[src/rtl/bfa_pkg.sv]
// ----------------------------------------------------------------------------
// Best-fit block allocator package
// Shared types and codes of the allocator's front and back parts.
// ----------------------------------------------------------------------------
package bfa_pkg;

   localparam logic OP_ALLOC   = 1'b0;
   localparam logic OP_RESERVE = 1'b1;

   localparam logic [1:0] ST_DONE  = 2'd0;
   localparam logic [1:0] ST_NOFIT = 2'd1;
   localparam logic [1:0] ST_RANGE = 2'd2;

   localparam logic [1:0] CSR_BASE   = 2'd0;
   localparam logic [1:0] CSR_LENGTH = 2'd1;
   localparam logic [1:0] CSR_COUNT  = 2'd2;

   typedef struct packed {
      logic        opcode;
      logic [31:0] size_bytes;
      logic [31:0] location;
   } req_type;

endpackage

[src/rtl/bfa_divider.sv]
// ----------------------------------------------------------------------------
// Best-fit block allocator divider
// Restoring divider, one quotient bit per cycle, 33-bit dividend.
// ----------------------------------------------------------------------------
module bfa_divider (
   input  logic        clock,
   input  logic        reset,
   input  logic        start,
   input  logic [32:0] dividend,
   input  logic [24:0] divisor,
   output logic        busy,
   output logic [32:0] quotient
);

   logic [32:0] quo_ff, quo_in;
   logic [24:0] rem_ff, rem_in;
   logic [5:0]  cnt_ff, cnt_in;
   logic        busy_ff, busy_in;
   logic [25:0] shifted;

   always_comb begin
      quo_in  = quo_ff;
      rem_in  = rem_ff;
      cnt_in  = cnt_ff;
      busy_in = busy_ff;
      shifted = {rem_ff, quo_ff[32]};
      if (start) begin
         quo_in  = dividend;
         rem_in  = '0;
         cnt_in  = 6'd33;
         busy_in = 1'b1;
      end else if (busy_ff) begin
         if (shifted >= {1'b0, divisor}) begin
            rem_in = 25'(shifted - {1'b0, divisor});
            quo_in = {quo_ff[31:0], 1'b1};
         end else begin
            rem_in = shifted[24:0];
            quo_in = {quo_ff[31:0], 1'b0};
         end
         cnt_in = cnt_ff - 6'd1;
         if (cnt_ff == 6'd1) begin
            busy_in = 1'b0;
         end
      end
   end

   always_ff @(posedge clock) begin
      if (reset) begin
         busy_ff <= 1'b0;
         cnt_ff  <= '0;
      end else begin
         busy_ff <= busy_in;
         cnt_ff  <= cnt_in;
      end
      quo_ff <= quo_in;
      rem_ff <= rem_in;
   end

   assign busy     = busy_ff;
   assign quotient = quo_ff;

endmodule

[src/rtl/bfa_front.sv]
// ----------------------------------------------------------------------------
// Best-fit block allocator front end
// Accepts items into a two-entry queue that feeds the back end.
// ----------------------------------------------------------------------------
module bfa_front (
   input  logic            clock,
   input  logic            reset,
   input  logic            req_valid,
   output logic            req_stall,
   input  bfa_pkg::req_type req_item,
   output logic            q_valid,
   output bfa_pkg::req_type q_item,
   input  logic            q_take
);

   bfa_pkg::req_type mem_ff [2];
   logic             wp_ff, rp_ff;
   logic [1:0]       cnt_ff;
   logic             push;

   assign req_stall = (cnt_ff == 2'd2);
   assign push      = req_valid && !req_stall;
   assign q_valid   = (cnt_ff != 2'd0);
   assign q_item    = mem_ff[rp_ff];

   always_ff @(posedge clock) begin
      if (reset) begin
         wp_ff  <= 1'b0;
         rp_ff  <= 1'b0;
         cnt_ff <= '0;
      end else begin
         if (push) begin
            wp_ff <= !wp_ff;
         end
         if (q_take) begin
            rp_ff <= !rp_ff;
         end
         cnt_ff <= cnt_ff + {1'b0, push} - {1'b0, q_take};
      end
      if (push) begin
         mem_ff[wp_ff] <= req_item;
      end
   end

endmodule

[src/rtl/bfa_back.sv]
// ----------------------------------------------------------------------------
// Best-fit block allocator back end
// Divides, scans the block map one block per cycle for an allocate item,
// marks runs, and holds the result in an output register.
// ----------------------------------------------------------------------------
module bfa_back #(
   parameter int NUM_BLOCKS = 256
) (
   input  logic             clock,
   input  logic             reset,
   input  logic             q_valid,
   input  bfa_pkg::req_type q_item,
   output logic             q_take,
   input  logic [31:0]      base_address,
   input  logic [24:0]      block_length,
   input  logic [8:0]       block_count,
   output logic             rsp_valid,
   input  logic             rsp_stall,
   output logic [1:0]       rsp_status,
   output logic [31:0]      rsp_address
);

   localparam int IW = $clog2(NUM_BLOCKS);
   localparam int CW = IW + 1;

   typedef enum logic [2:0] {
      S_CLEAR, S_IDLE, S_DIV, S_DIV2, S_SCAN, S_MUL, S_MARK, S_OUT
   } state_type;

   state_type     state_ff;
   logic          map_mem [NUM_BLOCKS];
   logic          map_q;
   logic          op_ff;
   logic [31:0]   loc_ff, size_ff;
   logic [24:0]   len_ff;
   logic [CW-1:0] count_ff, idx_ff, rs_ff, best_s_ff, mark_ff;
   logic [32:0]   need_ff, best_l_ff;
   logic          found_ff, inrun_ff;
   logic [1:0]    st_ff;
   logic [31:0]   addr_ff;
   logic          div_start, div_busy, div_again, range_bad;
   logic [32:0]   div_a, quo, quo_need;
   logic [24:0]   len_eff;
   logic [CW-1:0] cnt_eff, idx_nx;
   logic [32:0]   run_len, avail;
   logic          cur_free, at_end;
   logic          map_we, map_wd;
   logic [IW-1:0] map_wa, map_ra;

   assign len_eff = (block_length == '0) ? 25'd1 : block_length;
   assign cnt_eff = ({23'd0, block_count} > 32'(NUM_BLOCKS)) ? CW'(NUM_BLOCKS)
                  : CW'(block_count);
   assign q_take  = (state_ff == S_IDLE) && q_valid;

   assign range_bad = (loc_ff < base_address) || (quo >= 33'(count_ff));
   assign div_again = (state_ff == S_DIV) && !div_busy &&
                      (op_ff == bfa_pkg::OP_RESERVE) && !range_bad;
   assign div_start = q_take || div_again;
   assign div_a = (state_ff != S_IDLE)
                ? {1'b0, size_ff} + {8'd0, len_ff} - 33'd1
                : (q_item.opcode == bfa_pkg::OP_ALLOC)
                ? {1'b0, q_item.size_bytes} + {8'd0, len_eff} - 33'd1
                : {1'b0, q_item.location - base_address};
   assign quo_need = (quo == '0) ? 33'd1 : quo;

   bfa_divider u_div (
      .clock(clock), .reset(reset), .start(div_start), .dividend(div_a),
      .divisor(len_eff), .busy(div_busy), .quotient(quo)
   );

   assign at_end   = (idx_ff >= count_ff);
   assign cur_free = !at_end && !map_q;
   assign idx_nx   = idx_ff + CW'(1);
   assign run_len  = 33'(idx_ff - rs_ff);
   assign avail    = 33'(count_ff - mark_ff);

   assign map_ra = (state_ff == S_SCAN && idx_nx < count_ff) ? idx_nx[IW-1:0] : '0;
   assign map_we = (state_ff == S_MARK) || (state_ff == S_CLEAR);
   assign map_wd = (state_ff == S_MARK);
   assign map_wa = mark_ff[IW-1:0];

   always_ff @(posedge clock) begin
      if (map_we) begin
         map_mem[map_wa] <= map_wd;
      end
      map_q <= map_mem[map_ra];
   end

   always_ff @(posedge clock) begin
      if (reset) begin
         state_ff  <= S_CLEAR;
         mark_ff   <= '0;
         rsp_valid <= 1'b0;
      end else begin
         case (state_ff)
            S_CLEAR: begin
               mark_ff <= mark_ff + CW'(1);
               if (mark_ff == CW'(NUM_BLOCKS - 1)) begin
                  state_ff <= S_IDLE;
               end
            end
            S_IDLE: begin
               if (q_valid) begin
                  op_ff    <= q_item.opcode;
                  loc_ff   <= q_item.location;
                  size_ff  <= q_item.size_bytes;
                  len_ff   <= len_eff;
                  count_ff <= cnt_eff;
                  state_ff <= S_DIV;
               end
            end
            S_DIV: begin
               if (!div_busy) begin
                  idx_ff   <= '0;
                  found_ff <= 1'b0;
                  inrun_ff <= 1'b0;
                  st_ff    <= bfa_pkg::ST_DONE;
                  addr_ff  <= '0;
                  if (op_ff == bfa_pkg::OP_ALLOC) begin
                     need_ff  <= quo_need;
                     state_ff <= S_SCAN;
                  end else if (range_bad) begin
                     st_ff    <= bfa_pkg::ST_RANGE;
                     state_ff <= S_OUT;
                  end else begin
                     mark_ff  <= quo[CW-1:0];
                     state_ff <= S_DIV2;
                  end
               end
            end
            S_DIV2: begin
               if (!div_busy) begin
                  need_ff  <= (quo_need > avail) ? avail : quo_need;
                  state_ff <= S_MARK;
               end
            end
            S_SCAN: begin
               if (cur_free) begin
                  if (!inrun_ff) begin
                     rs_ff <= idx_ff;
                  end
                  inrun_ff <= 1'b1;
               end else begin
                  if (inrun_ff && run_len >= need_ff &&
                      (!found_ff || run_len < best_l_ff)) begin
                     found_ff  <= 1'b1;
                     best_s_ff <= rs_ff;
                     best_l_ff <= run_len;
                  end
                  inrun_ff <= 1'b0;
               end
               if (at_end) begin
                  state_ff <= S_MUL;
               end else begin
                  idx_ff <= idx_ff + CW'(1);
               end
            end
            S_MUL: begin
               if (found_ff) begin
                  addr_ff  <= base_address + 32'(best_s_ff) * {7'd0, len_ff};
                  mark_ff  <= best_s_ff;
                  state_ff <= S_MARK;
               end else begin
                  st_ff    <= bfa_pkg::ST_NOFIT;
                  state_ff <= S_OUT;
               end
            end
            S_MARK: begin
               mark_ff <= mark_ff + CW'(1);
               need_ff <= need_ff - 33'd1;
               if (need_ff <= 33'd1 || mark_ff + CW'(1) >= count_ff) begin
                  state_ff <= S_OUT;
               end
            end
            S_OUT: begin
               if (!rsp_valid || !rsp_stall) begin
                  rsp_valid   <= 1'b1;
                  rsp_status  <= st_ff;
                  rsp_address <= addr_ff;
                  state_ff    <= S_IDLE;
               end
            end
            default: state_ff <= S_IDLE;
         endcase
         if (rsp_valid && !rsp_stall && state_ff != S_OUT) begin
            rsp_valid <= 1'b0;
         end
      end
   end

endmodule

[src/rtl/best_fit_block_allocator.sv]
// ----------------------------------------------------------------------------
// Best-fit block allocator
// After reset the block map is cleared before the first item starts; up to
// two items wait in the queue meanwhile. An allocate item then takes one
// serial division, a scan of the map at one block per cycle and one marking
// step per block marked, or only the division and the scan when nothing
// fits. A reserve-at item takes two divisions plus one marking step per
// block marked, or one division when the address is out of range. A
// finished result waits in the output register while it is stalled. A
// two-item queue parts the request side from the worker.
// ----------------------------------------------------------------------------
module best_fit_block_allocator #(
   parameter int NUM_BLOCKS = 256
) (
   input  logic        clock,
   input  logic        reset,
   input  logic        req_valid,
   output logic        req_stall,
   input  logic        req_opcode,
   input  logic [31:0] req_size_bytes,
   input  logic [31:0] req_location,
   output logic        rsp_valid,
   input  logic        rsp_stall,
   output logic [1:0]  rsp_status,
   output logic [31:0] rsp_address,
   input  logic        csr_write,
   input  logic [1:0]  csr_index,
   input  logic [31:0] csr_data
);

   logic [31:0] base_ff;
   logic [24:0] len_ff;
   logic [8:0]  count_ff;
   bfa_pkg::req_type req_item, q_item;
   logic q_valid, q_take;

   always_ff @(posedge clock) begin
      if (reset) begin
         base_ff  <= '0;
         len_ff   <= 25'd4096;
         count_ff <= 9'd256;
      end else if (csr_write) begin
         case (csr_index)
            bfa_pkg::CSR_BASE:   base_ff  <= csr_data;
            bfa_pkg::CSR_LENGTH: len_ff   <= csr_data[24:0];
            bfa_pkg::CSR_COUNT:  count_ff <= csr_data[8:0];
            default: ;
         endcase
      end
   end

   assign req_item = '{opcode: req_opcode, size_bytes: req_size_bytes,
                       location: req_location};

   bfa_front u_front (
      .clock(clock), .reset(reset), .req_valid(req_valid), .req_stall(req_stall),
      .req_item(req_item), .q_valid(q_valid), .q_item(q_item), .q_take(q_take)
   );

   bfa_back #(.NUM_BLOCKS(NUM_BLOCKS)) u_back (
      .clock(clock), .reset(reset), .q_valid(q_valid), .q_item(q_item),
      .q_take(q_take), .base_address(base_ff), .block_length(len_ff),
      .block_count(count_ff), .rsp_valid(rsp_valid), .rsp_stall(rsp_stall),
      .rsp_status(rsp_status), .rsp_address(rsp_address)
   );

endmodule
[config.mk]
export PLATFORM = sky130hd
export DESIGN_NAME = best_fit_block_allocator
export DESIGN_NICKNAME = d
export VERILOG_FILES = /design/src/rtl/bfa_pkg.sv /design/src/rtl/bfa_divider.sv /design/src/rtl/bfa_front.sv /design/src/rtl/bfa_back.sv /design/src/rtl/best_fit_block_allocator.sv
export SDC_FILE = /design/constraint.sdc
export NUM_CORES = 2
export LEC_CHECK = 0
export BUFFER_PORTS_ARGS = -buffer_cell sky130_fd_sc_hd__buf_2
export CAP_MARGIN = 0
export CORE_ASPECT_RATIO = 1.1
export CORE_MARGIN = 5
export CORE_UTILIZATION = 65
export CTS_BUF_LIST = sky130_fd_sc_hd__clkbuf_2
export DETAILED_ROUTE_END_ITERATION = 16
export GPL_TIMING_DRIVEN = 0
export PLACE_DENSITY_LB_ADDON = 0.25
export SYNTH_ARGS = -nofsm -noshare
export SYNTH_HDL_FRONTEND = slang
export SYNTH_HIERARCHICAL = 1
export SYNTH_SLANG_ARGS = --single-unit
[constraint.sdc]
create_clock -name clock -period 10.02 [get_ports clock]
set_clock_uncertainty 0.15 [all_clocks]
set_input_delay 2.505 -clock clock [delete_from_list [all_inputs] [get_ports clock]]
set_output_delay 2.505 -clock clock [all_outputs]
set_load 0.03 [all_outputs]
==> results by group <==
STA
  – Hold violation count in the final report: 0
  – Final slew viol count: 0
  – Unrepaired setup endpoints after global routing: false
  – Finish-stage setup viols: 0
  – Max-slew headroom at the worst pin: 17.9%
  – Post-route worst hold slack: 0.258 ns
  – Shortest clock period the worst path allows after layout: 7.80 ns
  – Worst slew pin tran: 1.22 ns
  – Top achievable clock speed: 128 MHz
  – Final TNS setup: 0 ns
  – Crit share post-route: 77.9%

Finish
  – Share of layout cells above drive strength 1: 12.2%
  – Sequential cell area: 22100 um2
  – Utilization after layout: 70.7%
  – Area Growth Syn to Fin: 7.95%
  – Count of fill cells added during filler insertion: 5986
  – Total area of multi-input combinational cells: 26300 um2
  – Most common cell after layout, fill and taps aside: sky130_fd_sc_hd__edfxtp_1
  – Leading cell types in the layout, fill and taps excluded: 658 x sky130_fd_sc_hd__edfxtp_1, 578 x sky130_fd_sc_hd__inv_1, 509 x sky130_fd_sc_hd__nor2_1
  – Post-layout nets: 6005

Min path
  – Worst hold path stage count: 0
  – Hold worst-path end: u_back/rsp_address[6]
  – HP Start: u_back/addr_ff[6]
  – Worst min-delay path class: reg2reg

Floorplan
  – Full die area: 85200 um2
  – Number of placement rows: 108
  – Core region area: 78900 um2
  – Die Width: 279 um
  – Die Y: 306 um
  – Initial Util: 65.5%
  – I/O pin cnt: 140

Detailed routing
  – Via total after detailed routing: 39843
  – DR WL/cell: 22.8 um
  – Iteration-0 DRC count of the detailed router: 4545
  – Final routed DRC violation total: 0
  – Final ANT Viol Nets: 0
  – Final wirelength: 148000 um
  – Iteration count of the initial detailed-routing pass: 8
  – Post-detailed-route via-to-cell ratio: 6.11

Power
  – Static leakage: 23.0 nW
  – VDD IR-drop max: 0.133 mV
  – Pwr Density: 178 nW/um2
  – Total Power: 9.91 mW

Global route
  – Largest net degree at the start of global routing: 157
  – First-pass GRT wire length: 224000 um
  – Initial antenna violation count: 6
  – Met1 Track Usage GR: 45.0%
  – Met3 routing resource usage after global routing: 9.38%
  – Number of global-route vias before repair: 39441
  – Met2 track demand over resource in global routing: 53.5%
  – Overall track demand over capacity in global routing: 34.3%
  – Global-route congestion overflow total: 0
  – Global-route layer with the greatest usage: met2

Synthesis
  – Count of different cell masters after synthesis: 106
  – Average footprint of a synthesized cell: 10.4 um2
  – Number of synthesized register bits: 775
  – Register area share after synthesis: 42.8%
  – Post-synth EDFFs: 658
  – Syn. warnings: 6
  – Main synth FF type: sky130_fd_sc_hd__edfxtp_1
  – Post-Syn Instances: 4969
  – Fraction of registers with async set or reset after synthesis: 0%
  – Post-Synthesis Cell Area: 51700 um2
  – Post-Syn Nets: 5661

CTS
  – Total CTS buffers: 189
  – Deepest level of the CTS H-tree: 4
  – CTS root buffer: sky130_fd_sc_hd__clkbuf_2
  – Total number of clock tree sinks: 775
  – Number of instances resized during post-cts repair: 0
  – TritonCTS clock tree: yes
  – Maximum number of buffers from clock root to sink: 3
  – # hold bufs at CTS: 0
  – # Post-CTS Setup Buffers: 0
  – Skew-Pair Late Insertion Delay: 1.49 ns
  – CTS clock-pin slew for the worst setup and hold paths: 0.12 ns

Placed design
  – Buffers added on ports: 139
  – HPWL after detailed placement: 113000 um
  – RD Place Congestion: 0.986

Worst setup path
  – R2R cell count: 22
  – Critical path required time: 10.97 ns
  – Startpoint kind of the worst setup timing path: flip-flop
  – Kind of end point of the critical path: flip-flop
  – Signal arrival time at the worst endpoint: 8.76 ns
  – Worst reg2reg startpoint: u_back/best_s_ff[2]
  – Setup slack, reg-to-reg: 2.22 ns
  – WS Path Type: reg2reg
  – Start point of the critical path: u_back/best_s_ff[2]
  – Destination of the worst register-to-register timing path: u_back/addr_ff[31]
  – Max FO, Critical Path: 10

Outcome
  – Result of the run: finished, final reports clean

Run
  – Number of violations of the max-capacitance limit: 0
[sequential cells by signal, summed over array words and instances (netlist names), 10 cells and up, named ones only]
register,cells
base_ff,32
len_ff,25
u_back/addr_ff,32
u_back/best_l_ff,10
u_back/len_ff,25
u_back/loc_ff,32
u_back/map_mem,256
u_back/need_ff,33
u_back/rsp_address,32
u_back/size_ff,32
u_back/u_div/quotient,33
u_back/u_div/rem_ff,25
u_front/mem_ff,130
[kinds of logic (layout without fill, tap and decap cells)]
group	count (synthesis)	count (layout)	share of synthesized area [%]
flip-flops	775	775	42.8
AND/OR/NAND/NOR	1510	1510	14.0
AO/OA/AOI/OAI	816	816	10.7
adder cells (fa/ha/maj)	588	588	17.1
other	0	4	0
XOR/XNOR	190	190	3.22
multiplexers	245	245	5.74
buffers and inverters	845	1345	6.51
[metrics by stage]
step	area, um2	instances	setup slack (ns)
2_1_floorplan	51700	4969	2.46
3_3_place_gp	53700	6153	-0.534
3_5_place_dp	54000	6167	2.42
4_1_cts	55800	6514	2.32
5_1_grt	55800	6517	1.94
6_report	55800	6518	2.22
[cell type report]
cell class / instances / share of cell area, %
Antenna cell: 4 / 0.0179
Buffer: 262 / 2.10
Clock buffer: 270 / 2.42
Clock inverter: 77 / 0.783
Inverter: 583 / 3.94
Multi-Input combinational cell: 3349 / 47.1
Sequential cell: 775 / 39.6
Tap cell: 1045 / 2.34
Timing Repair Buffer: 153 / 1.69
[layer usage]
metal | up-vias | share of wire (%)
met5 | - | 0.021
met4 | 6 | 5.5
met3 | 458 | 11
met2 | 2253 | 45
met1 | 19063 | 38
li1 | 18063 | -
[where the power goes]
group          leakage, nW  switching, mW  total (mW)  internal [mW]
logic                 14.9           2.47        3.91           1.44
clock network         1.34           1.35        2.16          0.808
registers             6.80          0.145        3.85           3.70
total                 23.0           3.96        9.91           5.95
[critical path, cell delays in order, from the launching register on]
cell and delay, ns:
sky130_fd_sc_hd__edfxtp_1 0.34, sky130_fd_sc_hd__clkbuf_1 0.67, sky130_fd_sc_hd__clkbuf_1 0.48, sky130_fd_sc_hd__nand2_1 0.16, sky130_fd_sc_hd__fa_1 0.56, sky130_fd_sc_hd__inv_1 0.05, sky130_fd_sc_hd__fa_1 0.53, sky130_fd_sc_hd__fa_1 0.45
sky130_fd_sc_hd__fa_1 0.55, sky130_fd_sc_hd__inv_1 0.05, sky130_fd_sc_hd__fa_1 0.49, sky130_fd_sc_hd__inv_1 0.04, sky130_fd_sc_hd__ha_1 0.26, sky130_fd_sc_hd__clkbuf_1 0.26, sky130_fd_sc_hd__nand4_1 0.16, sky130_fd_sc_hd__o311ai_0 0.59
sky130_fd_sc_hd__nand4_1 0.44, sky130_fd_sc_hd__or3_1 0.43, sky130_fd_sc_hd__o211ai_1 0.19, sky130_fd_sc_hd__a211oi_1 0.19, sky130_fd_sc_hd__a21oi_1 0.22, sky130_fd_sc_hd__xnor2_1 0.14, sky130_fd_sc_hd__nor2_1 0.05
[synth_stat cells, drive strengths merged (9+ instances only)]
library cell / number / area share [%]
a2111oi: 10 / 0.23
a211o: 10 / 0.17
a211oi: 52 / 0.80
a21o: 103 / 1.5
a21oi: 215 / 2.1
a221oi: 9 / 0.15
a22oi: 15 / 0.22
a311oi: 14 / 0.25
a31oi: 21 / 0.25
and2: 139 / 1.7
and3: 31 / 0.38
buf: 51 / 0.74
clkbuf: 211 / 1.5
dfxtp: 117 / 4.5
edfxtp: 658 / 38
fa: 194 / 7.5
ha: 394 / 9.5
inv: 581 / 4.2
mux2: 108 / 2.7
mux2i: 122 / 2.4
mux4: 15 / 0.65
nand2: 360 / 2.6
nand2b: 139 / 1.7
nand3: 93 / 0.90
nand4: 43 / 0.53
nor2: 517 / 3.8
nor2b: 36 / 0.45
nor3: 62 / 0.64
nor3b: 10 / 0.16
nor4: 30 / 0.39
o211ai: 55 / 0.81
o21a: 39 / 0.57
o21ai: 144 / 1.4
o21bai: 17 / 0.25
o221ai: 24 / 0.41
o22ai: 11 / 0.15
o31ai: 9 / 0.13
or3: 19 / 0.24
xnor2: 121 / 2.1
xor2: 69 / 1.2
[worst max path at each step]
stage               slack [ns]  depth (start not counted)                 end
global route              1.94                         22  u_back/addr_ff[31]
CTS                       2.32                         22  u_back/addr_ff[31]
finish                    2.22                         22  u_back/addr_ff[31]
floorplan                 2.46                          2  u_back/count_ff[0]
global placement         -0.53                          3   u_back/loc_ff[30]
detailed placement        2.42                         22  u_back/addr_ff[31]
Power figures use the tool's default switching activity.
